`config.mk`:
```
export PLATFORM = sky130hd
export DESIGN_NAME = bf5_div25
export DESIGN_NICKNAME = d
export VERILOG_FILES = /design/src/rtl/box_filter_5x5_assert.svh /design/src/rtl/bf5_pkg.sv /design/src/rtl/bf5_div25.sv
export SDC_FILE = /design/constraint.sdc
export NUM_CORES = 1
export LEC_CHECK = 0
export BUFFER_PORTS_ARGS = -buffer_cell sky130_fd_sc_hd__buf_2
export CORE_MARGIN = 2
export CORE_UTILIZATION = 37
export DETAILED_ROUTE_END_ITERATION = 7
export GPL_TIMING_DRIVEN = 0
export PLACE_DENSITY_LB_ADDON = 0.08
export SYNTH_ARGS = -nofsm -noshare
export SYNTH_HDL_FRONTEND = slang
export SYNTH_SLANG_ARGS = --single-unit
```
`constraint.sdc`:
```
create_clock -name clk -period 5.99 [get_ports clk]
set_clock_uncertainty 0.2 [all_clocks]
set_input_delay 0.599 -clock clk [delete_from_list [all_inputs] [get_ports clk]]
set_output_delay 0.599 -clock clk [all_outputs]
set_load 0.03 [all_outputs]
```
`src/rtl/box_filter_5x5_assert.svh`:
```
// assertion macros shared by the box filter rtl
// expects clk and rst_n in the scope of every use
`ifndef BOX_FILTER_5X5_ASSERT_SVH
`define BOX_FILTER_5X5_ASSERT_SVH

// same-cycle implication, checked out of reset
`define BF5_ASSERT_IMP(label, ante, cons, msg) \
  label: assert property (@(posedge clk) disable iff (!rst_n) (ante) |-> (cons)) \
    else $error(msg);

// next-cycle implication, checked out of reset
`define BF5_ASSERT_NEXT(label, ante, cons, msg) \
  label: assert property (@(posedge clk) disable iff (!rst_n) (ante) |=> (cons)) \
    else $error(msg);

`endif

```
`src/rtl/bf5_pkg.sv`:
```
// shared types and constants of the 5x5 box filter
// no dependencies
`timescale 1ns / 1ps

package bf5_pkg;

  localparam int PIX_W     = 8;
  localparam int CFG_W     = 12;
  localparam int CFG_IDX_W = 1;
  localparam int ROW_W     = 12;
  localparam int WINDOW    = 5;
  localparam int LINES     = WINDOW - 1;
  localparam int MARGIN2   = 4;   // first row and column with a full window
  localparam int CSUM_W    = 11;  // five pixels
  localparam int WSUM_W    = 13;  // twenty-five pixels
  localparam int RECIP_W   = 14;
  localparam int RECIP_SH  = 18;
  localparam int PROD_W    = WSUM_W + RECIP_W;

  // ceil(2^18 / 25), exact floor division for sums below 8192
  localparam logic [RECIP_W-1:0] RECIP25 = 14'd10486;

  localparam logic [CFG_W-1:0] WIDTH_RST  = 12'd640;
  localparam logic [CFG_W-1:0] HEIGHT_RST = 12'd480;
  localparam logic [CFG_W-1:0] MIN_DIM    = 12'd5;

  typedef enum logic [CFG_IDX_W-1:0] {
    REG_FRAME_WIDTH  = 1'b0,
    REG_FRAME_HEIGHT = 1'b1
  } cfg_reg_t;

  typedef logic [PIX_W-1:0] pix_t;

  typedef struct packed {
    pix_t pixel_in;
  } in_word_t;

  typedef struct packed {
    pix_t mean_pixel;
    logic row_end;
    logic frame_end;
  } out_word_t;

  typedef struct packed {
    logic produce;
    logic row_end;
    logic frame_end;
  } tag_t;

  typedef struct packed {
    logic valid;
    tag_t tag;
  } stage_t;

endpackage

```
`src/rtl/bf5_div25.sv`:
```
// divide by 25 via reciprocal multiply, output register and stall control
// depends on bf5_pkg
`timescale 1ns / 1ps

module bf5_div25 (
  input  logic                        clk,
  input  logic                        rst_n,
  input  bf5_pkg::stage_t             st3,
  input  bf5_pkg::stage_t             st4,
  input  logic [bf5_pkg::WSUM_W-1:0]  win_sum,
  input  logic                        out_ready,
  output logic                        adv,
  output logic                        out_valid,
  output bf5_pkg::out_word_t          out_word
);
  import bf5_pkg::*;

  logic [PROD_W-1:0] prod_r;
  logic              out_valid_r;
  out_word_t         out_word_r;
  logic              load;

  // pipe stops only when a result waits at the end behind a full output
  assign adv  = !(st4.valid && st4.tag.produce && out_valid_r && !out_ready);
  assign load = adv && st4.valid && st4.tag.produce;

  always_ff @(posedge clk) begin
    if (adv && st3.valid) begin
      prod_r <= PROD_W'(win_sum) * PROD_W'(RECIP25);
    end
    if (load) begin
      out_word_r.mean_pixel <= prod_r[RECIP_SH +: PIX_W];
      out_word_r.row_end    <= st4.tag.row_end;
      out_word_r.frame_end  <= st4.tag.frame_end;
    end
  end

  always_ff @(posedge clk) begin
    if (!rst_n) begin
      out_valid_r <= 1'b0;
    end else if (load) begin
      out_valid_r <= 1'b1;
    end else if (out_ready) begin
      out_valid_r <= 1'b0;
    end
  end

  assign out_valid = out_valid_r;
  assign out_word  = out_word_r;

endmodule

```
Word level (Yosys, flattened, before mapping)
Index checks and enable logic that the tools add are counted.
W data, S select, Z words.
{ "word_totals": {"ff_bits": 36, "inputBits": 24, "out_inout_bits": 12, "wordCells": 17} }
{ "classes": {"multipliers": 1, "muxes": 2, "n_reduce_logical": 9} }
{ "ops": {"columns": ["cell", "n"], "rows": [
  ["$mul A13 B13 Y25 const B", 1],
  ["$logic_and A1 B1 Y1", 6],
  ["$logic_not A1 Y1", 2],
  ["$mux W1", 2],
  ["$reduce_bool A2 Y1", 1]
]} }

Depth between registers and ports, before layout
{ "depth": {"word_depth": 7, "depth_mapped": 16, "mapped_depth_nobuf": 16} }

Least setup slack after synthesis
OpenSTA, ideal clock, no wires.
{ "synth_path": {"kind": "in2reg", "from": "input win_sum[9] in the netlist's numbering", "to": "register prod_r[22], data pin", "setup_ns": 0.260, "arrival_ns": 4.301, "required_time_ns": 5.530, "setup_slack_ns": 1.230, "stages": 16, "n_path_buf": 0, "cell_sequence": "fa_1 -> ha_1 -> inv_1 -> fa_1 -> inv_1 -> fa_1 -> inv_1 -> fa_1 -> inv_1 -> ha_1 -> nand2_1 -> nor3_1 -> a31oi_1 -> a21boi_2 -> o221ai_1 -> xnor2_1"} }
{ "synth_between": {"elab_chain_cells": 1} }
{ "synth_lines": {"columns": ["item", "line", "source"], "rows": [
  ["from (decl)", "bf5_div25.sv:10", "input logic [bf5_pkg::WSUM_W-1:0] win_sum,"],
  ["$mul A13 B13 Y25", "bf5_div25.sv:29", "prod_r <= PROD_W'(win_sum) * PROD_W'(RECIP25);"],
  ["to (signal assigned)", "bf5_div25.sv:29", null],
  ["to (decl)", "bf5_div25.sv:18", "logic [PROD_W-1:0] prod_r;"]
]} }
No other way between the ends.
A chain may end at the register's enable or synchronous reset.

Final worst setup path
{ "layout_path": {"from": "input win_sum[11] in the netlist's numbering", "to": "register prod_r[22], data pin"} }
Same word-level chain as after synthesis.

==> summary.json <==
{
  "clock_tree": {
    "clock-root-buffer": "clkbuf_8",
    "postCtsResizedCells": 0,
    "postCtsSetupBuffers": 0,
    "clock_sinks": 19,
    "cts-hold-fix-buffers": 0,
    "clk-insertion-delay-late_ns": 0.24,
    "maximum_root_to_sink_buffer_count": 2,
    "cts-buffers-inserted": 3,
    "clk_transition_reported_paths_ns": 0.06,
    "htree_levels": 1,
    "cts_tree": "yes"
  },
  "worst_setup_path": {
    "rr_startpoint": "out_valid",
    "reg2reg_to": "out_word[2]",
    "timing_worst_setup_path_type": "in -> reg",
    "reg2reg_setup_slack_ns": 4.36,
    "cp.arrival_ns": 4.97,
    "setup.worst_path.start": "win_sum[11]",
    "rr_worst_depth": 2,
    "timing.critical_path.to_type": "flop",
    "critPathRequiredTime_ns": 5.79,
    "setup.worst_path.start_class": "input pin",
    "critical_path_fanouts_max": 8,
    "worstSetupEndpoint": "prod_r[22]"
  },
  "timing": {
    "final.period_utilization": 0.864,
    "finalSetupViolCount": 0,
    "max_slew.worst_pin.slew_ns": 0.787,
    "fin_tns_setup_ns": 0,
    "worst_slew_margin_rel": 0.473,
    "grt_setup_unrepaired": "no",
    "fmaxAchievable_ghz": 0.193,
    "layout_min_cycle_time_ns": 5.18,
    "slew_violations": 0,
    "final_hold_viol_count": 0
  },
  "placement": {
    "globalplace.congestion": 0.758,
    "dpl.hpwl_um": 5640,
    "place.port_buffers": 32,
    "place.detailed.instances": 487
  },
  "floorplan": {
    "floorplan.initialDensity": 0.384,
    "pin_count": 36,
    "row_count": 35,
    "design.core.area_mm2": 0.00933,
    "die_width_um": 102,
    "die_height_um": 102,
    "dieArea_mm2": 0.0105
  },
  "synthesis": {
    "synth_compound_area_frac": 0.0454,
    "synth.yosys.seq_area_share": 0.156,
    "synthXorXnorAreaFrac": 0.0244,
    "synth_warnings": 0,
    "netlist_instances": 326,
    "synth_top_family_by_area": "adder cells",
    "share_of_cell_area_taken_by_muxes_after_synthesis": 0,
    "synth_nets": 496,
    "simple_gate_fraction_of_synth_area": 0.0510,
    "synth_top_area_cell": "ha_1",
    "ys_top_cells_by_area": "ha_1 31%, fa_1 31%, edfxtp_1 15%",
    "syn_area_per_cell_um2": 11.0,
    "synthDistinctLibCells": 32,
    "synth_seq_cells": 19,
    "syn-cell-area_mm2": 0.00358,
    "synthAdderAreaFrac": 0.627,
    "synthDominantCellAreaShare": 0.314
  },
  "cells_and_area": {
    "area_delta_synth_final_pct": 10.2,
    "total_area_of_multi_input_combinational_cells_mm2": 0.00268,
    "layout.cells.most_common_list": "91 x inv_1, 90 x ha_1, 56 x fa_1, 32 x buf_2, 18 x edfxtp_1",
    "final.fill_count": 936,
    "layout.cells.most_common": "inv_1",
    "final_nets": 533,
    "number_of_antenna_cells_inserted": 0,
    "drive_gt1_frac": 0.116,
    "final_cell_count_no_fill": 491,
    "sequential_cell_area_um2": 561
  },
  "power_and_ir_drop": {
    "swShare": 0.472,
    "p_leak_uw": 0.00211,
    "power_frac_clock": 0.062,
    "power.density_cell_area_mw_per_mm2": 337,
    "worst_ir_drop_vdd_mv": 0.105,
    "power.combinational.fraction": 0.772,
    "p_sw_uw": 629,
    "seqPwrFrac": 0.166,
    "power_report.internal_total_uw": 703
  },
  "drt": {
    "drt.antenna.violating_nets": 0,
    "via_count": 2157,
    "drc_errors": 0,
    "detailedRoute.firstPassIterationCount": 4,
    "via_to_cell_ratio": 4.39,
    "post_drt_wl_per_cell_um": 12.4,
    "routed_wirelength_um": 6070,
    "initialDrtViolationCount": 37
  },
  "grt": {
    "grt_start_max_net_pins": 11,
    "wire_length_of_the_first_global_routing_pass_um": 10800,
    "grt_antenna_before_repair": 0,
    "overflow": 0,
    "global_route.usage.total": 0.131,
    "vias_in_the_first_global_route": 2282
  },
  "hold_path": {
    "hold_class": "reg -> reg"
  },
  "run_status": {
    "status": "finished clean"
  },
  "run": {
    "timing.max_cap.violations": 0
  }
}
==> power by group through the flow <==
stage	combinational (uW)	clock, uW	sequential (uW)
finish	1030	82.5	221
detailed placement	1050	0	224
global route	1230	93.0	224
floorplan	783	0	239
CTS	1060	86.1	221
global placement	1050	0	224
==> Yosys cell counts <==
cell / count
a211oi_2: 1
a21boi_2: 1
nand2_1: 11
nor2_1: 10
inv_1: 91
or2_2: 1
ha_1: 90
a211oi_1: 1
o221ai_1: 1
and3_1: 1
a21oi_1: 7
edfxtp_1: 18
a31oi_1: 1
xor2_1: 1
fa_1: 56
nor3_1: 2
and2_4: 1
dfxtp_1: 1
o41ai_2: 1
or2b_1: 1
o21ai_0: 3
o2111ai_1: 1
nand3_1: 4
a211o_1: 2
or3_1: 1
and2_1: 1
o22ai_1: 1
a21oi_2: 2
nand4_1: 1
nor2b_1: 3
nand3b_1: 1
xnor2_1: 9
==> cell families (layout without fill, tap and decap cells) <==
kind of cell / Yosys count / in the layout
flip-flops: 19 / 19
AO/OA/AOI/OAI: 22 / 22
buffers and inverters: 91 / 127
AND/OR/NAND/NOR: 38 / 38
XOR/XNOR: 10 / 10
adder cells (fa/ha/maj): 146 / 146
==> cell type report <==
| type | count | share of cell area |
|---|---|---|
| Clock buffer | 4 | 0.0114 |
| Inverter | 91 | 0.0865 |
| Multi-Input combinational cell | 216 | 0.679 |
| Sequential cell | 19 | 0.142 |
| Tap cell | 129 | 0.0409 |
| Timing Repair Buffer | 32 | 0.0406 |
==> flip-flops by register name (all words and copies together) (netlist names) <==
signal,cells
out_word,10
out_valid,1
prod_r,8
==> worst max-delay path, cell delays in order <==
cell and delay [ns]:
buf_2 0.24, fa_1 0.47, ha_1 0.29, inv_1 0.05, fa_1 0.48, inv_1 0.06
fa_1 0.54, inv_1 0.06, fa_1 0.53, inv_1 0.04, ha_1 0.26, nand2_1 0.08
nor3_1 0.36, a31oi_1 0.28, a21boi_2 0.32, o221ai_1 0.18, xnor2_1 0.15
==> per-stage QoR <==
step           power (uW)  area [um^2]  hold WS [ns]   util  setup slack [ns]
2_1_floorplan        1020         3580         0.200      -              1.23
3_3_place_gp         1270         3900         0.205  0.419             0.466
3_5_place_dp         1270         3900         0.206  0.419             0.539
4_1_cts              1370         3950         0.221  0.423             0.767
5_1_grt              1550         3950         0.228  0.423             0.483
6_report             1330         3950         0.219  0.423             0.812
==> worst min-delay path by stage <==
stage / startpoint / end / depth (start not counted)
final: prod_r[21] / out_word[5] / 0
after global routing: prod_r[22] / out_word[6] / 0
after CTS: prod_r[21] / out_word[5] / 0
after detailed placement: prod_r[21] / out_word[5] / 0
after global placement: prod_r[22] / out_word[6] / 0
after floorplan: prod_r[18] / out_word[2] / 0
==> per-layer routing <==
layer / GRT usage / up-vias / routed length (um)
met5: 0 / - / 0
met4: 0.00615 / 0 / 12
met3: 0.0123 / 2 / 120
met2: 0.202 / 27 / 2540
met1: 0.210 / 1012 / 3400
li1: - / 1116 / -
Note: power is estimated with default switching activity, not from simulation.
