$ cat config.mk
export PLATFORM = sky130hd
export DESIGN_NAME = bf5_win_sum
export DESIGN_NICKNAME = d
export VERILOG_FILES = /design/src/rtl/box_filter_5x5_assert.svh /design/src/rtl/bf5_pkg.sv /design/src/rtl/bf5_win_sum.sv
export SDC_FILE = /design/constraint.sdc
export NUM_CORES = 1
export LEC_CHECK = 0
export BUFFER_PORTS_ARGS = -buffer_cell sky130_fd_sc_hd__buf_2
export CAP_MARGIN = 5
export CORE_MARGIN = 2
export CORE_UTILIZATION = 55
export CTS_BUF_LIST = sky130_fd_sc_hd__clkbuf_16
export DETAILED_ROUTE_END_ITERATION = 10
export PLACE_DENSITY = 0.86
export SYNTH_ARGS = -nofsm -noshare
export SYNTH_HDL_FRONTEND = slang
export SYNTH_SLANG_ARGS = --single-unit
export TNS_END_PERCENT = 100
$ cat constraint.sdc
create_clock -name clk -period 3.5 [get_ports clk]
set_input_delay 0.7 -clock clk [delete_from_list [all_inputs] [get_ports clk]]
set_output_delay 0.7 -clock clk [all_outputs]
set_load 0.02 [all_outputs]
$ cat src/rtl/box_filter_5x5_assert.svh
// assertion macros shared by the box filter rtl
// expects clk and rst_n in the scope of every use
`ifndef BOX_FILTER_5X5_ASSERT_SVH
`define BOX_FILTER_5X5_ASSERT_SVH

// same-cycle implication, checked out of reset
`define BF5_ASSERT_IMP(label, ante, cons, msg) \
  label: assert property (@(posedge clk) disable iff (!rst_n) (ante) |-> (cons)) \
    else $error(msg);

// next-cycle implication, checked out of reset
`define BF5_ASSERT_NEXT(label, ante, cons, msg) \
  label: assert property (@(posedge clk) disable iff (!rst_n) (ante) |=> (cons)) \
    else $error(msg);

`endif

$ cat src/rtl/bf5_pkg.sv
// shared types and constants of the 5x5 box filter
// no dependencies
`timescale 1ns / 1ps

package bf5_pkg;

  localparam int PIX_W     = 8;
  localparam int CFG_W     = 12;
  localparam int CFG_IDX_W = 1;
  localparam int ROW_W     = 12;
  localparam int WINDOW    = 5;
  localparam int LINES     = WINDOW - 1;
  localparam int MARGIN2   = 4;   // first row and column with a full window
  localparam int CSUM_W    = 11;  // five pixels
  localparam int WSUM_W    = 13;  // twenty-five pixels
  localparam int RECIP_W   = 14;
  localparam int RECIP_SH  = 18;
  localparam int PROD_W    = WSUM_W + RECIP_W;

  // ceil(2^18 / 25), exact floor division for sums below 8192
  localparam logic [RECIP_W-1:0] RECIP25 = 14'd10486;

  localparam logic [CFG_W-1:0] WIDTH_RST  = 12'd640;
  localparam logic [CFG_W-1:0] HEIGHT_RST = 12'd480;
  localparam logic [CFG_W-1:0] MIN_DIM    = 12'd5;

  typedef enum logic [CFG_IDX_W-1:0] {
    REG_FRAME_WIDTH  = 1'b0,
    REG_FRAME_HEIGHT = 1'b1
  } cfg_reg_t;

  typedef logic [PIX_W-1:0] pix_t;

  typedef struct packed {
    pix_t pixel_in;
  } in_word_t;

  typedef struct packed {
    pix_t mean_pixel;
    logic row_end;
    logic frame_end;
  } out_word_t;

  typedef struct packed {
    logic produce;
    logic row_end;
    logic frame_end;
  } tag_t;

  typedef struct packed {
    logic valid;
    tag_t tag;
  } stage_t;

endpackage

$ cat src/rtl/bf5_win_sum.sv
// window as five column sums and their registered total
// depends on bf5_pkg
`timescale 1ns / 1ps

module bf5_win_sum (
  input  logic                        clk,
  input  logic                        rst_n,
  input  logic                        adv,
  input  logic                        v1,
  input  logic                        v2,
  input  logic [bf5_pkg::CSUM_W-1:0]  col_sum,
  output logic [bf5_pkg::WSUM_W-1:0]  win_sum
);
  import bf5_pkg::*;

  logic [CSUM_W-1:0] cs_r [WINDOW];
  logic [WSUM_W-1:0] cs_total;
  logic [WSUM_W-1:0] win_sum_r;

  // total of the five columns now in the window; a column that held
  // unfilled line store rows drops out once it shifts past the window
  always_comb begin
    cs_total = '0;
    for (int c = 0; c < WINDOW; c++) begin
      cs_total = cs_total + WSUM_W'(cs_r[c]);
    end
  end

  always_ff @(posedge clk) begin
    if (!rst_n) begin
      for (int c = 0; c < WINDOW; c++) begin
        cs_r[c] <= '0;
      end
      win_sum_r <= '0;
    end else if (adv) begin
      if (v1) begin
        for (int c = 0; c < WINDOW - 1; c++) begin
          cs_r[c] <= cs_r[c+1];
        end
        cs_r[WINDOW-1] <= col_sum;
      end
      if (v2) begin
        win_sum_r <= cs_total;
      end
    end
  end

  assign win_sum = win_sum_r;

endmodule

-- Word level (Yosys, flattened, before mapping)
Memories as Yosys holds them, arrays and structs flattened.
Cells that the tools add are included.
- add/sub/neg operators: 4
- mux-type cells: 10
- bitwise gates (word level): 5
- reductions and logical operators: 1
- operators with widths (operator ; number):
    2-to-1 mux 11 bit ; 5
    adder 13 x 11 -> 13 bit ; 2
    adder 12 x 11 -> 13 bit ; 1
    adder 11 x 11 -> 12 bit ; 1
    2-to-1 mux 1 bit ; 5
    bitwise OR 1 bit ; 5
    AND reduction 2 bit ; 1
- flip-flop bits (word level): 13
- RAM bits: 55
- word-level logic and storage cells: 22
- memories kept: 1
- memory list (name ; depth ; bits a word ; read ports ; clocked after memory_dff ; write ports ; RTL line ; source):
    cs_r ; 5 ; 11 ; 5 ; 0 ; 5 ; bf5_win_sum.sv:16 ; logic [CSUM_W-1:0] cs_r [WINDOW];

-- Logic depth before layout (Yosys ltp)
Gate-level depths: netlist (run 1).
- depth in word-level cells: 5
- depth in mapped cells: 14
- gate-level depth less buffers: 13

-- Worst setup path before layout (run 1)
Ideal clock, no wire load.
- kind: register -> register
- start point: memory cs_r[1][1] (netlist: cs_r[0][12])
- end point: register win_sum_r[11] (netlist: win_sum[11])
- setup time: 0.120 ns
- arrival time: 3.335 ns
- data required time: 3.380 ns
- path slack: 0.045 ns
- cell stages (with the launch flop): 13
- buffers on the path: 0
- path through: edfxtp_1 inv_1 fa_1 fa_1 fa_1 inv_1 ha_1 fa_1 a211oi_2 o21ai_2 a221oi_2 or4b_1 nand3_1
- RTL lines (element ; RTL line ; source):
    from (decl) ; bf5_win_sum.sv:16 ;
    to (signal assigned) ; bf5_win_sum.sv:43 ; win_sum_r <= cs_total;
    to (decl) ; bf5_win_sum.sv:18 ; logic [WSUM_W-1:0] win_sum_r;

==> results of run 1 <==
==> cell usage in the layout (no fill, tap or decap), types with 4 or more instances in the layout <==
cell	Yosys	layout
clkbuf_16	0	12
nand2_1	18	16
buf_2	1	28
edfxtp_1	55	55
nand3_1	12	12
a21oi_1	8	4
ha_1	14	4
inv_2	0	12
fa_1	32	31
buf_4	0	19
and2_1	59	59
o21ai_0	6	4
dfxtp_1	13	13
ha_4	0	9
a21oi_2	0	4
inv_1	101	89
==> final timing paths <==
kind / from / endpoint / slack [ps] / depth (start not counted)
hold reg to reg: win_sum[8] / win_sum[8] / 460 / 2
hold / removal: win_sum[8] / win_sum[8] / 460 / 2
setup / recovery: cs_r[0][12] / win_sum[11] / -80 / 12
setup reg to reg: cs_r[0][12] / win_sum[11] / -80 / 12
==> through the flow <==
| stage | util | setup TNS, ps | hold WS (ps) | area (um^2) | setup WS [ps] |
|---|---|---|---|---|---|
| after floorplan | - | 0 | 525 | 4060 | 45.1 |
| after global placement | 0.604 | -11.3 | 452 | 4360 | -11.3 |
| after detailed placement | 0.604 | -492 | 455 | 4360 | -124 |
| after CTS | 0.667 | 0 | 462 | 4810 | 2.45 |
| after global routing | 0.683 | -1170 | 493 | 4930 | -232 |
| final | 0.683 | -121 | 461 | 4930 | -84.2 |
==> power groups by stage <==
stage          clock [mW]  combinational, mW  sequential (mW)
2_1_floorplan           0              0.661             1.04
3_3_place_gp            0              0.950             1.00
3_5_place_dp            0              0.979             1.01
4_1_cts             0.957               1.15            0.991
5_1_grt             0.988               1.49             1.00
6_report            0.940               1.35            0.991
==> cell type report <==
| class | count | area (um^2) |
|---|---|---|
| clock buffers | 12 | 300 |
| clock inverters | 4 | 23.8 |
| fillers | 542 | 2290 |
| inverters | 101 | 379 |
| multi-input cells | 191 | 1910 |
| flip-flops and latches | 68 | 1910 |
| well taps | 99 | 124 |
| repair buffers | 47 | 283 |
==> routing by layer <==
metal / vias to the layer above / GRT usage / share of wire
met3: 18 / 0.0562 / 0.027
met4: 0 / 0.0769 / 0.022
li1: 1256 / - / -
met2: 33 / 0.357 / 0.56
met5: - / 0 / 0
met1: 1277 / 0.222 / 0.39
==> logic make-up after synthesis <==
family          Yosys count  synth area share
fa+ha+maj                46             0.201
buf+inv                 112             0.104
simple gates            103             0.148
xor+xnor                  6            0.0130
flops                    68             0.471
mux                       1           0.00247
compound gates           35            0.0598
==> flip-flops by register name, indices dropped and copies added (netlist names) <==
register  flops
win_sum      13
cs_r         55
==> worst max-delay path: cells and delay by family, from the launching register on <==
| kind | cells | cell delay [ps] |
|---|---|---|
| compound gates | 3 | 660 |
| fa+ha+maj | 5 | 2020 |
| buf+inv | 2 | 130 |
| simple gates | 2 | 240 |
| flops | 1 | 410 |
==> repair_timing <==
| action | CTS | global route |
|---|---|---|
| pin swaps | 13 | 28 |
| gates resized for setup | 14 | 24 |
| setup buffers | 4 | 5 |
| endpoints found under the setup margin | 6 | 8 |
==> metrics.yaml, run 1 <==
die_area_mm2: 0.00808
worst_slew_pin_slew_ps: 710
power_frac_seq: 0.302
max_freq_ghz: 0.279
stdcell_count: 522
slew_violations: 0
io_buffers: 28
post_drt_wl_per_cell_um: 14.0
viasPerCell: 4.95
htree_levels: 3
netlist_area_mm2: 0.00406
end_kind: "flop"
pwr-share-clk: 0.286
status: "complete, but fails checks"
rsz0062_at_grt: "true"
cpMostUsedCell: "fa_1"
grt_pass1_wl_um: 12600
pin_count: 29
yosysWarnings: 0
fin_crit_sh: 1.02
clock_skew_ps: 4.86
cap_violations: 0
cts_buffer_depth: 2
synth_top_area_frac: 0.407
syn_nets: 433
gr-usage-all-layers: 0.198
grt_antenna_before_repair: 0
yosys-top-cells-count: "inv_1 (101), and2_1 (59), edfxtp_1 (55), fa_1 (32), nand2_1 (18)"
async_reset_ff_frac: 0
finalHoldViolCount: 0
initial_core_util: 0.562
die_y_um: 89.9
power_leakage_nw: 2.27
irDropWorstVdd_mv: 0.370
vias: 2584
nets: 480
first_global_vias: 2830
cp_max_fo: 3
hold_buffers: 0
rows: 31
crit_arrival_ps: 3800
cts_tree: "built"
cts.sinks: 68
period_needed_ps: 3580
synth_top_cell_by_area: "edfxtp_1"
yosys_register_bits: 68
grt_max_degree: 56
area_growth_pct: 21.5
cts_root_buffer: "clkbuf_16"
routabilityCongestion: 0.792
p_per_area_mw_per_mm2: 666
routed_wl_um: 7290
core_mm2: 0.00721
cts_buffers: 9
path_class: "reg -> reg"
finalSetupViolations: 4
antenna_cells: 0
cpMaxStageDelayCell: "fa_1"
intPower_mw: 2.18
yosys_most_used_dff: "edfxtp_1"
cts.clk_slew.worst_paths_ps: 60
setup_slack_ps: -84.2
drt-pass1-iter-count: 4
syn_inst: 371
drc_errors: 0
die_width_um: 89.9
synth_edf_count: 55
crit_path_start_kind: "flop"
violations: "negative setup slack"
drtIter0Drc: 128
total_power_mw: 3.28
maxSlewHeadroom: 0.527
yosys.cell_count.top_type: "inv_1"
dp_hpwl_um: 4590
drive_gt1_frac: 0.241
p_sw_mw: 1.10
cpPeakStageDelay_ps: 530
switching_share: 0.335
comb_power_share: 0.412
syn_area_per_cell_um2: 10.9
ys_seq_area_frac: 0.471
overflow: 0
hold_path.class: "reg -> reg"
post-place-cells: 497
synth_cell_types: 37
worst-endpoint-required_ps: 3720
ant_nets: 0
synth_area_leaders: "edfxtp_1 (41%), fa_1 (16%), inv_1 (9.3%)"
worstPathCellList: "inv_2, fa_1, fa_1, fa_1, inv_1, ha_2, fa_2, a211oi_2, o21ai_2, a221oi_2, or4b_1, nand3_1"
insertion_delay_ps: 330
(Power assumes the default switching activity.)
==> inputs of run 2 (changes only) <==
--- a/config.mk
+++ b/config.mk
@@ -9,7 +9,7 @@
 export CAP_MARGIN = 5
 export CORE_MARGIN = 2
 export CORE_UTILIZATION = 55
-export CTS_BUF_LIST = sky130_fd_sc_hd__clkbuf_16
+export CTS_BUF_LIST = sky130_fd_sc_hd__clkbuf_4
 export DETAILED_ROUTE_END_ITERATION = 10
 export PLACE_DENSITY = 0.86
 export SYNTH_ARGS = -nofsm -noshare
==> run 2 against run 1 <==
  * The flow still finishes with violations (negative setup slack)
  * Hold slack gained 12 ps
  * Core utilization shrank 2.3 points
  * Highest routed layer unchanged
  * Worst setup slack gained 44 ps
  * Global-route usage shrank 0.15 points
  * Sequential share of layout area grew 1.3 points
==> metrics.yaml, run 2 (synthesis results as in run 1) <==
routed_wl_um: 7260  # -0.34%
fin_tns_setup_ps: -106  # +15.7 ps
nets: 481  # +0.21%
die_y_um: 89.9  # unchanged
r2r_cells: 13  # +1
r2r-start: "cs_r[0][12]"
cts.sinks: 68  # unchanged
p_per_area_mw_per_mm2: 625  # -6.3%
met1_usage: 0.220  # -0.00235
largest_reg_flops: 55  # unchanged
slew_violations: 0  # unchanged
multiInputGateArea_mm2: 0.00188  # -1.6%
drc_errors: 0  # unchanged
antenna_cells: 0  # unchanged
met2_usage: 0.358  # +0.000631
irDropWorstVdd_mv: 0.315  # -15%
cap_violations: 0  # unchanged
fillCellCount: 565  # +4.2%
finalHoldViolCount: 0  # unchanged
htree_levels: 3  # unchanged
maxSlewHeadroom: 0.525  # -0.00161
rows: 31  # unchanged
finalSetupViolations: 6  # +2
r2r_end: "win_sum[7]"
die_width_um: 89.9  # unchanged
insertion_delay_ps: 440  # +110 ps
grt_use_met3: 0.0386  # -0.0176
gr-usage-all-layers: 0.197  # -0.00150
path_class: "reg -> reg"
grt_pass1_wl_um: 12400  # -1.4%
post_drt_wl_per_cell_um: 13.9  # -0.53%
io_buffers: 28  # unchanged
total_power_mw: 2.97  # -9.4%
pin_count: 29  # unchanged
routabilityCongestion: 0.792  # unchanged
crit_end: "win_sum[7]"
final_common_cell: "inv_1"
drtIter0Drc: 155  # +21%
first_global_vias: 2811  # -0.67%
fin_crit_sh: 1.01  # -0.0127
seq_area_mm2: 0.00191  # unchanged
worst-endpoint-required_ps: 3840  # +120 ps
core_mm2: 0.00721  # unchanged
end_kind: "flop"
die_area_mm2: 0.00808  # unchanged
cts_tree: "built"
vias: 2607  # +0.89%
top_usage_layer: "met2"
grt_max_degree: 56  # unchanged
clock_skew_ps: 13.6  # +8.75 ps
crit_arrival_ps: 3880  # +80 ps
hold_path.class: "reg -> reg"
max_freq_ghz: 0.283  # +1.3%
cts_buffers: 9  # unchanged
area_growth_pct: 17.4
hold_buffers: 0  # unchanged
top_register: "cs_r"
cp_max_fo: 3  # unchanged
dp_slack_ps: -124  # unchanged
setup_slack_ps: -39.7  # +44.5 ps
crit_path_start_kind: "flop"
rsz0062_at_grt: "true"
dp_hpwl_um: 4590  # unchanged
worst_slew_pin_slew_ps: 712  # +2.41 ps
drt-pass1-iter-count: 4  # unchanged
cts_buffer_depth: 2  # unchanged
overflow: 0  # unchanged
cts.clk_slew.worst_paths_ps: 120  # +60 ps
r2r_slack_ps: -40  # +40 ps
violations: "negative setup slack"
post-place-cells: 497  # unchanged
critPathLaunch: "cs_r[0][12]"
initial_core_util: 0.562  # unchanged
grt_antenna_before_repair: 0  # unchanged
power_leakage_nw: 2.21  # -2.5%
period_needed_ps: 3540  # -44.5 ps
status: "complete, but fails checks"
cts_root_buffer: "clkbuf_4"
drive_gt1_frac: 0.241  # -0.000569
finish.utilization: 0.660  # -0.0229
ant_nets: 0  # unchanged
viasPerCell: 4.98  # +0.70%
most-common-layout-cells: "inv_1 (86), and2_1 (59), edfxtp_1 (55)"
stdcell_count: 523  # +0.19%
[run 2: critical path, stage by stage (launching register included)]
cell      delay (ps)
edfxtp_1         440
inv_2             70
fa_1             410
fa_1             460
fa_1             510
inv_1             50
ha_2             200
fa_2             430
a211oi_2         250
buf_4            170
o21bai_4          60
a21oi_2          190
or4b_1           130
nand3_1           60
[run 2: power by group]
group / total (mW) / switching [mW] / internal [mW]
logic: 1.33 / 0.728 / 0.603
clock network: 0.655 / 0.295 / 0.359
registers: 0.988 / 0.0373 / 0.951
total: 2.97 / 1.06 / 1.91
[run 2: area by class of cell]
class / instances / area share
Multi-Input combinational cell: 191 / 0.394
Clock buffer: 9 / 0.0142
Inverter: 101 / 0.0796
Clock inverter: 7 / 0.0239
Tap cell: 99 / 0.0260
Sequential cell: 68 / 0.401
Timing Repair Buffer: 48 / 0.0610
[run 2: routing by layer]
metal,vias up,wire length [um],share of wire
li1,1261,-,-
met1,1270,2780,0.38
met2,51,3940,0.54
met3,25,218,0.030
met4,0,325,0.045
met5,-,0,0
[run 2: worst min-delay path by stage]
stage                start           to  slack [ps]  cells after the start
4_1_cts        win_sum[10]  win_sum[10]         470                      2
2_1_floorplan  cs_r[0][21]  cs_r[0][10]         520                      1
6_report       win_sum[10]  win_sum[10]         470                      2
3_5_place_dp    win_sum[1]   win_sum[1]         450                      2
3_3_place_gp    win_sum[0]   win_sum[0]         450                      2
5_1_grt        win_sum[10]  win_sum[10]         500                      2
[run 2: through the flow]
step           hold slack [ps]  cell area (um^2)
5_1_grt                    505              4760
3_5_place_dp               455              4360
4_1_cts                    473              4670
2_1_floorplan              525              4060
3_3_place_gp               452              4360
6_report                   473              4760
[run 2: timing repair]
| action | CTS | global route |
|---|---|---|
| gates resized for setup | 16 | 21 |
| setup endpoints to repair | 7 | 8 |
| buffers inserted | 4 | 6 |
| pin swaps | 19 | 28 |
| cloned | 0 | 0 |
==> inputs of run 3 (changes only) <==
--- a/config.mk
+++ b/config.mk
@@ -5,6 +5,7 @@
 export SDC_FILE = /design/constraint.sdc
 export NUM_CORES = 1
 export LEC_CHECK = 0
+export ABC_AREA = 1
 export BUFFER_PORTS_ARGS = -buffer_cell sky130_fd_sc_hd__buf_2
 export CAP_MARGIN = 5
 export CORE_MARGIN = 2
==> run 3 against run 2 <==
  * The run now ends clean
  * Worst setup slack improved by 230 ps
  * Critical path type unchanged
  * Clock power fell by 26%
  * Sequential share of layout area rose by 2.1 points
==> metrics.yaml, run 3 <==
final_common_cell: "inv_1"
power_leakage_nw: 2.33  # +5.2%
most-common-layout-cells: "inv_1 (152), nor2_1 (86), edfxtp_1 (55)"
hold_buffers: 0  # unchanged
crit_path_start_kind: "flop"
vias: 2779  # +6.6%
grt_max_degree: 56  # unchanged
synth_top_cell_by_area: "edfxtp_1"
overflow: 0  # unchanged
cp_max_fo: 4  # +1
cts.clk_slew.worst_paths_ps: 100  # -20 ps
htree_levels: 3  # unchanged
slew_violations: 0  # unchanged
die_area_mm2: 0.00823  # +1.8%
stdcell_count: 597  # +14%
initial_core_util: 0.570  # +0.00769
die_width_um: 90.7  # +0.91%
status: "completed"
cap_violations: 0  # unchanged
gr-usage-all-layers: 0.188  # -0.00837
clock_skew_ps: 7.67  # -5.93 ps
syn_inst: 459  # +24%
yosys_most_used_dff: "edfxtp_1"
die_y_um: 90.7  # +0.91%
core_mm2: 0.00725  # +0.54%
yosys-top-cells-count: "inv_1 (152), nor2_1 (87), edfxtp_1 (55), nand2_1 (51), fa_1 (32)"
dp_hpwl_um: 5090  # +11%
cts_buffer_depth: 2  # unchanged
async_reset_ff_frac: 0  # unchanged
rows: 31  # unchanged
p_per_area_mw_per_mm2: 537  # -14%
worst-endpoint-required_ps: 3820  # -20 ps
fillCellCount: 639  # +13%
syn_area_per_cell_um2: 9.01  # -18%
post_drt_wl_per_cell_um: 11.1  # -20%
area_growth_pct: 9.38
nets: 555  # +15%
ys_seq_area_frac: 0.462  # -0.00884
synth_area_leaders: "edfxtp_1 (40%), fa_1 (15%), inv_1 (14%)"
cts_tree: "built"
cts-resized-gates: 0  # -16
syn_nets: 521  # +20%
antenna_cells: 0  # unchanged
rsz0062_at_grt: "true"
first_global_vias: 3034  # +7.9%
dp_slack_ps: 146  # +269 ps
irDropWorstVdd_mv: 0.278  # -12%
fin_crit_sh: 0.946  # -0.0656
post-place-cells: 581  # +17%
viasPerCell: 4.65  # -6.6%
synth_top_area_frac: 0.400  # -0.00764
yosys.cell_count.top_type: "inv_1"
pin_count: 29  # unchanged
finalHoldViolCount: 0  # unchanged
drtIter0Drc: 113  # -27%
routed_wl_um: 6650  # -8.4%
placed_cell_area_mm2: 0.00438  # +0.52%
grt_antenna_before_repair: 0  # unchanged
end_kind: "flop"
setup_slack_ps: 190  # +229 ps
hold_path.class: "reg -> reg"
netlist_area_mm2: 0.00413  # +1.9%
final_area_mm2: 0.00452  # -5.0%
cts_setup_buffers: 0  # -4
maxSlewHeadroom: 0.589  # +0.0639
drt-pass1-iter-count: 4  # unchanged
yosysWarnings: 0  # unchanged
path_class: "reg -> reg"
ant_nets: 0  # unchanged
multiInputGateArea_mm2: 0.00163  # -13%
drive_gt1_frac: 0.112  # -0.128
synth_cell_types: 25  # -32%
finish.utilization: 0.623  # -0.0366
insertion_delay_ps: 410  # -30 ps
crit_arrival_ps: 3630  # -250 ps
period_needed_ps: 3310  # -229 ps
cts_root_buffer: "clkbuf_4"
worst_slew_pin_slew_ps: 614  # -98.1 ps
yosys_register_bits: 68  # unchanged
seq_area_mm2: 0.00191  # unchanged
synth_edf_count: 55  # unchanged
cts_buffers: 9  # unchanged
largest_reg_flops: 55  # unchanged
routabilityCongestion: 0.904  # +14%
max_freq_ghz: 0.302  # +6.9%
drc_errors: 0  # unchanged
top_register: "cs_r"
grt_pass1_wl_um: 12300  # -0.83%
fin_tns_setup_ps: 0  # +106 ps
io_buffers: 28  # unchanged
cts.sinks: 68  # unchanged
finalSetupViolations: 0  # -6
run 3: cell types whose count changed after synthesis, moves of 4 or more:
| cell | delta |
|---|---|
| clkbuf_1 | -5 |
| nand2_1 | +33 |
| and2_1 | -59 |
| inv_1 | +51 |
| nand3_1 | +4 |
| nor2_1 | +85 |
run 3: final cells by class:
cell class / count / area share
inverter: 154 / 0.128
timing repair buffer: 30 / 0.0343
tap: 99 / 0.0274
clock buffer: 11 / 0.0183
clock inverter: 5 / 0.00996
sequential: 68 / 0.423
multi-input combinational: 230 / 0.359
run 3: worst max-delay path, cell delays in order (launching register included):
cell      delay (ps)
edfxtp_1         340
inv_1             50
fa_1             540
inv_1             60
fa_1             500
inv_1             60
fa_1             500
inv_1             40
ha_1             350
nand2_1          140
inv_1             50
a21oi_1          250
nand3_1          120
nand2_1           70
nand3_1           60
nand2_1           80
inv_1             30
run 3: path summary, 6_finish.rpt:
kind	from	endpoint	slack (ps)	cells after the start
setup / recovery	cs_r[0][8]	win_sum[10]	190	16
hold / removal	win_sum[1]	win_sum[1]	500	2
setup reg to reg	cs_r[0][8]	win_sum[10]	190	16
hold reg to reg	win_sum[1]	win_sum[1]	500	2
run 3: metrics by stage:
stage / total power, mW / hold WS, ps
after CTS: 2.42 / 500
after floorplan: 1.72 / 542
after detailed placement: 1.93 / 483
after global routing: 2.64 / 533
after global placement: 1.89 / 462
final: 2.43 / 499
run 3: layer usage:
layer,track usage,share of wire,routed length [um]
met1,0.210,0.42,2770
met2,0.349,0.53,3540
met3,0.0442,0.036,238
met4,0.0667,0.015,103
met5,0,0,0
run 3: cells by family (layout without fill, tap and decap cells):
family,after synthesis,count (layout),synth area share
flip-flops,68,68,0.462
AND/OR/NAND/NOR,165,165,0.164
AO/OA/AOI/OAI,15,15,0.0191
buffers and inverters,161,200,0.149
XOR/XNOR,4,4,0.00848
adder cells (fa/ha/maj),46,46,0.197
run 3: where the power goes:
group | internal [mW] | leakage, nW | switching [mW]
clock network | 0.225 | 0.0710 | 0.262
registers | 0.935 | 0.691 | 0.0250
logic | 0.363 | 1.57 | 0.618
