`src/rtl/box_filter_5x5_assert.svh`:
```
// assertion macros shared by the box filter rtl
// expects clk and rst_n in the scope of every use
`ifndef BOX_FILTER_5X5_ASSERT_SVH
`define BOX_FILTER_5X5_ASSERT_SVH

// same-cycle implication, checked out of reset
`define BF5_ASSERT_IMP(label, ante, cons, msg) \
  label: assert property (@(posedge clk) disable iff (!rst_n) (ante) |-> (cons)) \
    else $error(msg);

// next-cycle implication, checked out of reset
`define BF5_ASSERT_NEXT(label, ante, cons, msg) \
  label: assert property (@(posedge clk) disable iff (!rst_n) (ante) |=> (cons)) \
    else $error(msg);

`endif

```
`src/rtl/bf5_pkg.sv`:
```
// shared types and constants of the 5x5 box filter
// no dependencies
`timescale 1ns / 1ps

package bf5_pkg;

  localparam int PIX_W     = 8;
  localparam int CFG_W     = 12;
  localparam int CFG_IDX_W = 1;
  localparam int ROW_W     = 12;
  localparam int WINDOW    = 5;
  localparam int LINES     = WINDOW - 1;
  localparam int MARGIN2   = 4;   // first row and column with a full window
  localparam int CSUM_W    = 11;  // five pixels
  localparam int WSUM_W    = 13;  // twenty-five pixels
  localparam int RECIP_W   = 14;
  localparam int RECIP_SH  = 18;
  localparam int PROD_W    = WSUM_W + RECIP_W;

  // ceil(2^18 / 25), exact floor division for sums below 8192
  localparam logic [RECIP_W-1:0] RECIP25 = 14'd10486;

  localparam logic [CFG_W-1:0] WIDTH_RST  = 12'd640;
  localparam logic [CFG_W-1:0] HEIGHT_RST = 12'd480;
  localparam logic [CFG_W-1:0] MIN_DIM    = 12'd5;

  typedef enum logic [CFG_IDX_W-1:0] {
    REG_FRAME_WIDTH  = 1'b0,
    REG_FRAME_HEIGHT = 1'b1
  } cfg_reg_t;

  typedef logic [PIX_W-1:0] pix_t;

  typedef struct packed {
    pix_t pixel_in;
  } in_word_t;

  typedef struct packed {
    pix_t mean_pixel;
    logic row_end;
    logic frame_end;
  } out_word_t;

  typedef struct packed {
    logic produce;
    logic row_end;
    logic frame_end;
  } tag_t;

  typedef struct packed {
    logic valid;
    tag_t tag;
  } stage_t;

endpackage

```
`src/rtl/bf5_pos_ctrl.sv`:
```
// frame size registers, column and row counters, result tags
// depends on bf5_pkg and box_filter_5x5_assert.svh
`timescale 1ns / 1ps
`include "box_filter_5x5_assert.svh"

module bf5_pos_ctrl #(
  parameter int MAX_WIDTH = 2048
) (
  input  logic                           clk,
  input  logic                           rst_n,
  input  logic                           cfg_we,
  input  logic [bf5_pkg::CFG_IDX_W-1:0]  cfg_index,
  input  logic [bf5_pkg::CFG_W-1:0]      cfg_wdata,
  input  logic                           accept,
  output logic [$clog2(MAX_WIDTH)-1:0]   col,
  output bf5_pkg::tag_t                  tag
);
  import bf5_pkg::*;

  localparam int CW    = $clog2(MAX_WIDTH);
  localparam int EXT_W = 14;
  localparam logic [EXT_W-1:0] MAX_W_EXT = EXT_W'(MAX_WIDTH);

  logic [CFG_W-1:0] width_r, height_r;
  logic [CW-1:0]    col_cnt_r, col_cnt_nxt;
  logic [ROW_W-1:0] row_cnt_r, row_cnt_nxt;
  logic [CW-1:0]    wm1;
  logic [ROW_W-1:0] hm1;
  logic [EXT_W-1:0] fw_ext;
  logic             last_col, last_row;

  always_ff @(posedge clk) begin
    if (!rst_n) begin
      width_r  <= WIDTH_RST;
      height_r <= HEIGHT_RST;
    end else if (cfg_we) begin
      unique case (cfg_reg_t'(cfg_index))
        REG_FRAME_WIDTH:  width_r  <= cfg_wdata;
        REG_FRAME_HEIGHT: height_r <= cfg_wdata;
        default: ;
      endcase
    end
  end

  // effective width saturated to 5..MAX_WIDTH, height raised to 5
  assign fw_ext = EXT_W'(width_r);

  always_comb begin
    if (width_r < MIN_DIM) begin
      wm1 = CW'(MIN_DIM - 12'd1);
    end else if (fw_ext > MAX_W_EXT) begin
      wm1 = CW'(MAX_W_EXT - 14'd1);
    end else begin
      wm1 = CW'(fw_ext - 14'd1);
    end
    hm1 = (height_r < MIN_DIM) ? (MIN_DIM - 12'd1) : (height_r - 12'd1);
  end

  assign col      = (col_cnt_r > wm1) ? wm1 : col_cnt_r;
  assign last_col = (col == wm1);
  assign last_row = (row_cnt_r >= hm1);

  assign tag.produce   = (row_cnt_r >= ROW_W'(MARGIN2)) && (col >= CW'(MARGIN2));
  assign tag.row_end   = last_col;
  assign tag.frame_end = last_col && last_row;

  always_comb begin
    col_cnt_nxt = col_cnt_r;
    row_cnt_nxt = row_cnt_r;
    if (accept) begin
      if (last_col) begin
        col_cnt_nxt = '0;
        row_cnt_nxt = last_row ? '0 : row_cnt_r + 12'd1;
      end else begin
        col_cnt_nxt = col + 1'b1;
      end
    end
  end

  always_ff @(posedge clk) begin
    if (!rst_n) begin
      col_cnt_r <= '0;
      row_cnt_r <= '0;
    end else begin
      col_cnt_r <= col_cnt_nxt;
      row_cnt_r <= row_cnt_nxt;
    end
  end

  `BF5_ASSERT_NEXT(a_row_hold, accept && !tag.row_end, row_cnt_r == $past(row_cnt_r), "row count moved mid-row")
  `BF5_ASSERT_NEXT(a_col_wrap, accept && tag.row_end, col_cnt_r == '0, "column count did not wrap")
  `BF5_ASSERT_IMP(a_frame_end_row, accept && tag.frame_end, tag.row_end, "frame end off a row end")

endmodule

```
`config.mk`:
```
export PLATFORM = sky130hd
export DESIGN_NAME = bf5_pos_ctrl
export DESIGN_NICKNAME = d
export VERILOG_FILES = /design/src/rtl/bf5_pkg.sv /design/src/rtl/bf5_pos_ctrl.sv
export VERILOG_INCLUDE_DIRS = /design/src /design/src/rtl
export SDC_FILE = /design/constraint.sdc
export NUM_CORES = 1
export LEC_CHECK = 0
export BUFFER_PORTS_ARGS = -buffer_cell sky130_fd_sc_hd__buf_2
export CAP_MARGIN = 20
export CORE_MARGIN = 2
export CORE_UTILIZATION = 46
export CTS_BUF_LIST = sky130_fd_sc_hd__clkbuf_16
export DETAILED_ROUTE_END_ITERATION = 10
export GPL_TIMING_DRIVEN = 1
export PLACE_DENSITY = 0.64
export SYNTH_ARGS = -nofsm -noshare
export SYNTH_HDL_FRONTEND = slang
export SYNTH_SLANG_ARGS = --single-unit
export TNS_END_PERCENT = 5
```
`constraint.sdc`:
```
create_clock -name clk -period 6.4 [get_ports clk]
set_input_delay 1.6 -clock clk [delete_from_list [all_inputs] [get_ports clk]]
set_output_delay 1.6 -clock clk [all_outputs]
set_load 0.005 [all_outputs]
```
======== Yosys cells after proc, flatten, opt, wreduce, memory -nomap -nowiden ========
Cells that the tools add are included.
operators by class
  add/subtract/negate cells ............... 4
  muxes and demuxes ....................... 6
  bitwise gates (word level) .............. 1
  $lt $le $gt $ge ......................... 7
  reduce and logical (&&, ||, !) cells .... 5
  equal/unequal tests ..................... 1
operator list
  kind                                                         count
  2-to-1 mux 11 bit                                            4
  less-than comparator 12 x 3 -> 1 bit, second input constant  2
  2-to-1 mux 12 bit                                            2
  adder 12 x 1 -> 12 bit, second input constant                1
  >= comparator 12 bit                                         1
  >= comparator 12 x 3 -> 1 bit, second input constant         1
  greater-than comparator 12 bit, second input constant        1
  subtractor 12 x 1 -> 12 bit, second input constant           1
  adder 11 x 1 -> 11 bit, second input constant                1
  == test 11 bit                                               1
  >= comparator 11 x 3 -> 1 bit, second input constant         1
  greater-than comparator 11 bit                               1
  subtractor 11 x 1 -> 11 bit, second input constant           1
  AND reduction 2 bit                                          3
  logical AND 1 bit                                            2
  inverter 1 bit                                               1
word-level totals
  register bits after elaboration ......... 47
  word-level logic and storage cells ...... 28

======== Logic depth before layout (Yosys ltp) ========
Gate-level depths: netlist of the first run.
  depth in word-level cells ............... 7
  gate-level depth with buffers ........... 24

======== Worst setup path before layout of the first run ========
Ideal clock, no wire load.
  kind .................................... reg2out
  start ................................... reg width_r[0]
  end ..................................... out tag[2] in the netlist's numbering
  stages on the path, launching flop included .. 16
  data arrival time ....................... 4451 ps
  path buffers ............................ 2
  setup slack ............................. 349 ps
  path through ............................ dfxtp_1 > buf_2 > inv_1 > ha_1 > or3b_2 > clkbuf_1 > or4_1 > a21oi_1 > ha_1 > and4_1 > a2111oi_0 > nor2_1 > mux2i_1 > inv_1 > nor4_1 > a31oi_1
RTL lines
  element                   RTL line            RTL
  start: declaration        bf5_pos_ctrl.sv:24  logic [CFG_W-1:0] width_r, height_r;
  start signal: assignment  bf5_pos_ctrl.sv:38  REG_FRAME_WIDTH: width_r <= cfg_wdata;
  end: declaration          bf5_pos_ctrl.sv:16  output bf5_pkg::tag_t tag

==> metrics.md, run 1 <==
| Metric | Value |
|---|---|
| Result of the run | finished, final reports clean |
| Cell area after synthesis | 3990 um^2 |
| Worst path required time | 4800 ps |
| Post-synthesis share of cell area spent on xor and xnor gates | 0.0505 |
| Combined area of the multi-input logic cells | 2840 um^2 |
| Growth of design area from synthesis to finish | 9.75% |
| Setup Viol. Count Final | 0 |
| Register cell area after layout | 941 um^2 |
| Clock tree from TritonCTS | built |
| Power Dens Cells | 170 nW/um^2 |
| Global-route usage over all layers | 0.229 |
| Flops & latches, synth | 47 |
| Leakage power | 1.75 nW |
| Final weighted congestion in routability-driven placement | 0.943 |
| First element of the critical path | width_r[0] |
| Largest family of logic cells by synthesized area | simple AND/OR/NAND/NOR gates |
| Sum of overflow across all layers after global routing | 0 |
| Crit-path slowest cell | sky130_fd_sc_hd__or3b_2 |
| Synth Flop Type | sky130_fd_sc_hd__dfxtp_1 |
| Proportion of synthesized area in mux cells | 0.0182 |
| Complex-gate fraction of the synthesized area | 0.244 |
| Initial antenna violation count | 0 |
| Length of the first detailed-routing pass in iterations | 5 |
| Number of buffers on the longest clock path | 2 |
| Cell variety after synth | 68 |
| Std cell rows | 33 |
| Peak ir drop on the vdd network | 0.000107 V |
| CP Cell Sequence | inv_1, ha_1, or3b_2, or4_1, a21oi_1, ha_1, nand4_1, a211oi_1, a2111oi_2, nor2_4, mux2i_1, inv_1, nor4_1, a31oi_1, buf_2 |
| Clock-pin slew on the worst setup and hold paths | 60 ps |
| Num CTS Buffers | 5 |
| Simple-gate portion of the synthesized area | 0.299 |
| Number of slew-limit violations in the final report | 0 |
| Library cell occupying the most area in the post-synthesis netlist | sky130_fd_sc_hd__dfxtp_1 |
| Number of cells produced by synthesis | 529 |
| Global-route track usage on met2 | 0.392 |
| Estimated wirelength of the detail-placed design | 8.30 mm |
| Number of hold violations in the final report | 0 |
| Maximum net fanout on the critical path | 10 |
| Maximum number of pins on one net before global-route repair | 29 |
| Global Route met3 Usage | 0.0367 |
| Startpoint kind of the worst setup timing path | flip-flop |
| Core box area | 8300 um^2 |
| Number of vias per cell | 6.24 |
| Slew at the pin closest to its max-slew limit | 946 ps |
| Data arrival, critical path | 4520 ps |
| Sequential-to-total area share from yosys stat | 0.236 |
| Synth area leaders | sky130_fd_sc_hd__dfxtp_1 24%, sky130_fd_sc_hd__ha_1 9.1%, sky130_fd_sc_hd__nand2_1 7.4% |
| Maximum Capacitance Violations | 0 |
| Wire length per cell after detailed routing | 16.8 um |
| # placed instances | 644 |
| Vias | 4067 |
| Number of input and output port buffers inserted | 30 |
| Element type at the critical path end | output pin |
| Post-Syn Area per Cell | 7.55 um^2 |
| Maximum frequency from static timing analysis | 163 MHz |
| Share of final-layout standard cells stronger than drive strength 1 | 0.124 |
| Clock sink count | 47 |
| Initial standard-cell utilization of the core | 0.481 |
| Die extent in y | 97.2 um |
| Floorplan die width | 97.2 um |
| Total DRC errors in the routed layout | 0 |
| Share of the synthesized area in the top cell type | 0.236 |
| Period utilization | 0.956 |
| Count of filler cells inserted in the layout | 816 |
| Top cell types by occurrence after synthesis | 79 x sky130_fd_sc_hd__nand2_1, 53 x sky130_fd_sc_hd__a21oi_1, 47 x sky130_fd_sc_hd__dfxtp_1 |
| Worst Path Class, Setup | reg -> out |
| Non-filler cells, final | 652 |
| Initial DRC count | 225 |
| Wire length of the first global-routing pass | 18.3 mm |
| Number of diodes added for antenna fixing | 0 |
| Io pins | 31 |
| Floorplan die area | 9440 um^2 |
| Final core utilization | 0.528 |
| Met1 usage in global routing | 0.299 |
| Startpoint of the worst hold path | height_r[11] |
| Worst slew margin relative to its limit | 0.369 |
| Root buffer cell | sky130_fd_sc_hd__clkbuf_16 |
| Layout Skew | 10.7 ps |
| Routed Antenna Nets | 0 |
| Hold_buf cts | 0 |
| Clock insertion delay at the later pin of the skew report | 290 ps |
| Number of enable flip-flop cells after synthesis | 0 |
| Most numerous cell in the Yosys netlist | sky130_fd_sc_hd__nand2_1 |
| Final critical-path required period | 6120 ps |
| Final Routed Wirelength | 11.0 mm |
| Origin of the critical flop-to-flop path | width_r[0] |
| H-tree depth reported by CTS | 2 |
| Post-synthesis share of cell area spent on full adders, half adders and majority gates | 0.0909 |
| Vias in the first global route | 3756 |
| GRT Max-Usage Layer | met2 |
| Warnings, synthesis | 0 |
| Proportion of register bits with asynchronous set or reset after synthesis | 0 |
| Hold Path Class | reg -> reg |
| Highest cell delay on the worst timing path | 590 ps |
| Number of nets in the finished design | 592 |
| Synth Net Count | 575 |
==> stage by stage <==
step / power [mW] / hold slack [ps] / area (um^2) / setup slack (ps) / setup TNS [ps]
after floorplan: 0.439 / 450 / 3990 / 349 / 0
after global placement: 0.480 / 477 / 4200 / 513 / 0
final: 0.744 / 489 / 4380 / 283 / 0
after global routing: 0.780 / 509 / 4380 / -28.3 / -28.3
after detailed placement: 0.483 / 480 / 4200 / 305 / 0
after CTS: 0.747 / 490 / 4350 / 44.2 / 0
==> path summary, 6_finish.rpt <==
check | slack [ps] | endpoint | cells past startpoint
worst min register to register | 490 | height_r[11] | 2
worst min-delay path | 490 | height_r[11] | 2
worst max-delay path | 280 | tag[2] | 15
worst max register to register | 1370 | col_cnt_r[10] | 19
==> logic make-up (layout without fill, tap and decap cells) <==
group                    after synthesis  count (layout)
adder cells (fa/ha/maj)               29              29
buffers and inverters                 57              75
flip-flops                            47              47
multiplexers                           7               7
AO/OA/AOI/OAI                        142             142
AND/OR/NAND/NOR                      224             224
XOR/XNOR                              23              23
==> where the power goes <==
group	switching (mW)	total, mW	internal, mW
Clock	0.117	0.262	0.145
Sequential	0.0159	0.317	0.301
Combinational	0.102	0.165	0.0632
Total	0.235	0.744	0.509
==> flip-flops by register name (all words and copies together) (netlist names) <==
name and flops:
col_cnt_r 11, width_r 12, row_cnt_r 12, height_r 12
==> area by class of cell <==
| cell class | count | area share |
|---|---|---|
| Clock buffer | 5 | 0.0286 |
| Multi-Input combinational cell | 425 | 0.648 |
| Timing Repair Buffer | 39 | 0.0497 |
| Tap cell | 105 | 0.0300 |
| Inverter | 28 | 0.0240 |
| Clock inverter | 3 | 0.00457 |
| Sequential cell | 47 | 0.215 |
==> cell usage in the layout, fill, tap and decap left out, types with 3 or more instances in the layout <==
| master | Yosys | routed |
|---|---|---|
| sky130_fd_sc_hd__inv_1 | 27 | 28 |
| sky130_fd_sc_hd__nor2b_1 | 13 | 12 |
| sky130_fd_sc_hd__a32o_1 | 6 | 6 |
| sky130_fd_sc_hd__o31a_1 | 4 | 4 |
| sky130_fd_sc_hd__nand4b_1 | 3 | 3 |
| sky130_fd_sc_hd__nor3_1 | 15 | 15 |
| sky130_fd_sc_hd__mux2i_1 | 5 | 5 |
| sky130_fd_sc_hd__xnor2_1 | 14 | 14 |
| sky130_fd_sc_hd__a21oi_1 | 53 | 52 |
| sky130_fd_sc_hd__nor2_1 | 22 | 21 |
| sky130_fd_sc_hd__nand2_1 | 79 | 78 |
| sky130_fd_sc_hd__nor4_2 | 2 | 3 |
| sky130_fd_sc_hd__dfxtp_1 | 47 | 47 |
| sky130_fd_sc_hd__or4_1 | 15 | 15 |
| sky130_fd_sc_hd__buf_2 | 3 | 30 |
| sky130_fd_sc_hd__nand4_1 | 5 | 5 |
| sky130_fd_sc_hd__a31oi_1 | 3 | 3 |
| sky130_fd_sc_hd__xor2_1 | 9 | 9 |
| sky130_fd_sc_hd__ha_1 | 29 | 29 |
| sky130_fd_sc_hd__buf_4 | 3 | 9 |
| sky130_fd_sc_hd__nor4_1 | 11 | 10 |
| sky130_fd_sc_hd__o211ai_1 | 5 | 5 |
| sky130_fd_sc_hd__nor3b_1 | 3 | 3 |
| sky130_fd_sc_hd__o21ai_0 | 18 | 18 |
| sky130_fd_sc_hd__nand2b_1 | 12 | 12 |
| sky130_fd_sc_hd__and2_1 | 4 | 4 |
| sky130_fd_sc_hd__o2111ai_1 | 6 | 6 |
| sky130_fd_sc_hd__clkbuf_16 | 0 | 5 |
| sky130_fd_sc_hd__nand3_1 | 23 | 23 |
| sky130_fd_sc_hd__and3_1 | 4 | 4 |
| sky130_fd_sc_hd__or2_2 | 3 | 3 |
| sky130_fd_sc_hd__a22oi_1 | 3 | 3 |
| sky130_fd_sc_hd__o31ai_1 | 12 | 12 |
==> critical path: cells and delay by family (launching register included) <==
family	cells	cell delay, ps
AOI/OAI and AO/OA	4	1040
adders and majority gates	2	540
buffers and inverters	3	360
DFF	1	390
muxes	1	290
and+or+nand+nor	5	1610
==> routing by layer <==
layer | up-vias | share of wire
li1 | 1989 | -
met1 | 1940 | 0.45
met2 | 120 | 0.48
met3 | 18 | 0.052
met4 | 0 | 0.015
met5 | - | 0
==> what timing repair did <==
action,in CTS,in global routing
endpoints found under the setup margin,1,1
gates cloned,0,0
hold endpoints to repair,0,0
resized for setup,1,8
buffers inserted,0,0
Power figures use the tool's default switching activity.
==> run 2: changes to the inputs <==
Settings changed: REMOVE_ABC_BUFFERS set to 1.
==> run 2 against run 1 <==
Compared with the run above: critical path depth is 1 higher; clock skew is 6.1 ps lower; via count is 3.4% lower; die area stayed put; cell count is 0.31% lower; fmax is 0.16% lower; global-route usage is 0.90 points lower; sequential cell count stayed put; critical endpoint unchanged; largest cell class unchanged; largest power group unchanged.
==> metrics.md, run 2 (synthesis gave the netlist of run 1 again) <==
| Metric | Value |
|---|---|
| First element of the critical path | width_r[1] |
| Capture point of the critical path | tag[2] |
| Power Dens Cells | 170 nW/um^2 (about the same) |
| Worst slew margin relative to its limit | 0.382 (+0.0123) |
| Data arrival, critical path | 4530 ps (about the same) |
| H-tree depth reported by CTS | 2 (unchanged) |
| Worst hold margin | 491 ps (+2.30 ps) |
| Origin of the critical flop-to-flop path | width_r[1] |
| Layout Skew | 4.59 ps (-6.07 ps) |
| Root buffer cell | sky130_fd_sc_hd__clkbuf_16 |
| Share of power burned in registers | 0.431 (+0.005) |
| Initial DRC count | 280 (+24%) |
| Floorplan die width | 97.2 um (unchanged) |
| Internal power | 0.506 mW (-0.71%) |
| Number of nets in the finished design | 590 (-0.34%) |
| Final weighted congestion in routability-driven placement | 0.913 (-3.2%) |
| Maximum frequency from static timing analysis | 163 MHz (-0.16%) |
| Length of the first detailed-routing pass in iterations | 4 (-1) |
| Commonest non-fill, non-tap cell in the layout | sky130_fd_sc_hd__nand2_1 |
| Setup Viol. Count Final | 0 (unchanged) |
| Number of input and output port buffers inserted | 30 (unchanged) |
| Std cell rows | 33 (unchanged) |
| Net switching power | 0.232 mW (-1.3%) |
| Peak ir drop on the vdd network | 0.000119 V (+11%) |
| Worst-case register-to-register setup slack | 1310 ps (-60 ps) |
| Hold Path Class | reg -> reg |
| Initial standard-cell utilization of the core | 0.481 (unchanged) |
| Die extent in y | 97.2 um (unchanged) |
| Net switching fraction of the power | 0.314 (-0.00127) |
| Number of buffers on the longest clock path | 2 (unchanged) |
| Pre-CTS worst setup slack | 500 ps (+195 ps) |
| Number of diodes added for antenna fixing | 0 (unchanged) |
| Clock group share of total power | 0.354 (+0.002) |
| Initial antenna violation count | 0 (unchanged) |
| Startpoint of the worst hold path | height_r[11] |
| Routed Antenna Nets | 0 (unchanged) |
| Final Routed Wirelength | 10.7 mm (-2.8%) |
| Final critical-path required period | 6130 ps (+9.69 ps) |
| Growth of design area from synthesis to finish | 8.71% |
| Vias | 3930 (-3.4%) |
| Element type at the critical path end | output pin |
| Num CTS Buffers | 5 (unchanged) |
| Period utilization | 0.957 (+0.00151) |
| Number of hold violations in the final report | 0 (unchanged) |
| Wire length of the first global-routing pass | 17.7 mm (-3.4%) |
| Global-route usage over all layers | 0.220 (-0.00904) |
| Unrepaired setup endpoints after global routing | yes |
| Vias in the first global route | 3595 (-4.3%) |
| Slew at the pin closest to its max-slew limit | 927 ps (-18.5 ps) |
| Leakage power | 1.74 nW (-0.50%) |
| Io pins | 31 (unchanged) |
| Share of final-layout standard cells stronger than drive strength 1 | 0.114 (-0.0106) |
| Floorplan die area | 9440 um^2 (unchanged) |
| Core box area | 8300 um^2 (unchanged) |
| Result of the run | finished, final reports clean |
| Maximum net fanout on the critical path | 9 (-1) |
| Clock-pin slew on the worst setup and hold paths | 70 ps (about the same) |
| Number of vias per cell | 6.05 (-3.1%) |
| Top library cells by usage in the layout, fill and taps aside | 79 x sky130_fd_sc_hd__nand2_1, 53 x sky130_fd_sc_hd__a21oi_1, 47 x sky130_fd_sc_hd__dfxtp_1, 30 x sky130_fd_sc_hd__buf_2, 29 x sky130_fd_sc_hd__ha_1 |
| Maximum number of pins on one net before global-route repair | 29 (unchanged) |
| Number of cells traversed by the worst register-to-register path | 20 (+1) |
| Total DRC errors in the routed layout | 0 (unchanged) |
| Worst path setup slack after routing | 273 ps (-9.69 ps) |
| Startpoint kind of the worst setup timing path | flip-flop |
| Maximum Capacitance Violations | 0 (unchanged) |
| Worst path required time | 4800 ps (about the same) |
| FF-to-FF End | col_cnt_r[10] |
| Sum of overflow across all layers after global routing | 0 (unchanged) |
| Final core utilization | 0.523 (-0.00498) |
| Proportion of power drawn by combinational gates | 0.214 (-0.008) |
| Number of slew-limit violations in the final report | 0 (unchanged) |
| Clock insertion delay at the later pin of the skew report | 290 ps (about the same) |
| Estimated wirelength of the detail-placed design | 8.01 mm (-3.4%) |
| Clock tree from TritonCTS | built |
| Registers with the most flip-flops | height_r: 12 flops, row_cnt_r: 12 flops, width_r: 12 flops |
| Clock sink count | 47 (unchanged) |
| Worst Path Class, Setup | reg -> out |
| Wire length per cell after detailed routing | 16.4 um (-2.5%) |
[run 2: final cells by class]
cell class | instances | area, um^2
timing repair buffer | 37 | 203
clock inverter | 3 | 18.8
clock buffer | 5 | 125
tap | 105 | 131
fill | 790 | 3960
sequential | 47 | 941
multi-input combinational | 425 | 2820
inverter | 28 | 105
[run 2: critical path, stage by stage (launching register included)]
cell and delay, ps:
sky130_fd_sc_hd__dfxtp_1 360, sky130_fd_sc_hd__inv_1 70, sky130_fd_sc_hd__ha_1 170, sky130_fd_sc_hd__or3b_2 580
sky130_fd_sc_hd__xnor2_1 180, sky130_fd_sc_hd__a2bb2oi_1 400, sky130_fd_sc_hd__inv_1 110, sky130_fd_sc_hd__ha_1 320
sky130_fd_sc_hd__a21oi_1 140, sky130_fd_sc_hd__o21ai_0 160, sky130_fd_sc_hd__a2111oi_1 580, sky130_fd_sc_hd__nor2_2 220
sky130_fd_sc_hd__mux2i_1 320, sky130_fd_sc_hd__inv_1 90, sky130_fd_sc_hd__nor4_1 280, sky130_fd_sc_hd__a31oi_1 110
sky130_fd_sc_hd__buf_2 150
[run 2: worst min-delay path by stage]
stage / slack [ps] / end / depth (start not counted)
6_report: 490 / height_r[11] / 2
5_1_grt: 520 / height_r[11] / 2
3_3_place_gp: 480 / height_r[11] / 2
4_1_cts: 490 / height_r[11] / 2
2_1_floorplan: 450 / height_r[11] / 2
3_5_place_dp: 490 / height_r[11] / 2
[run 2: repair_timing]
item / 4_1_cts / 5_1_grt
endpoints found under the setup margin: 0 / 2
hold buffers: 0 / 0
buffers inserted: 0 / 0
gates resized for setup: 0 / 3
[run 2: per-stage QoR]
stage | TNS, ps | area, um^2 | power [mW] | cells
floorplan | 0 | 3850 | 0.432 | 500
global placement | 0 | 4190 | 0.477 | 642
detailed placement | 0 | 4190 | 0.479 | 642
CTS | 0 | 4330 | 0.739 | 650
global route | -85.2 | 4340 | 0.776 | 650
finish | 0 | 4340 | 0.737 | 650
[run 2: metal layers]
metal	track usage	vias to the layer above	wire, um
li1	-	1987	-
met1	0.301	1835	4930
met2	0.364	97	5140
met3	0.0309	11	478
met4	0.0553	0	121
met5	0	-	0
[run 2: power by group through the flow]
stage	combinational (mW)	sequential (mW)	clock [mW]
6_report	0.158	0.318	0.261
5_1_grt	0.176	0.320	0.280
4_1_cts	0.156	0.318	0.266
3_5_place_dp	0.155	0.324	0
3_3_place_gp	0.153	0.324	0
2_1_floorplan	0.112	0.320	0
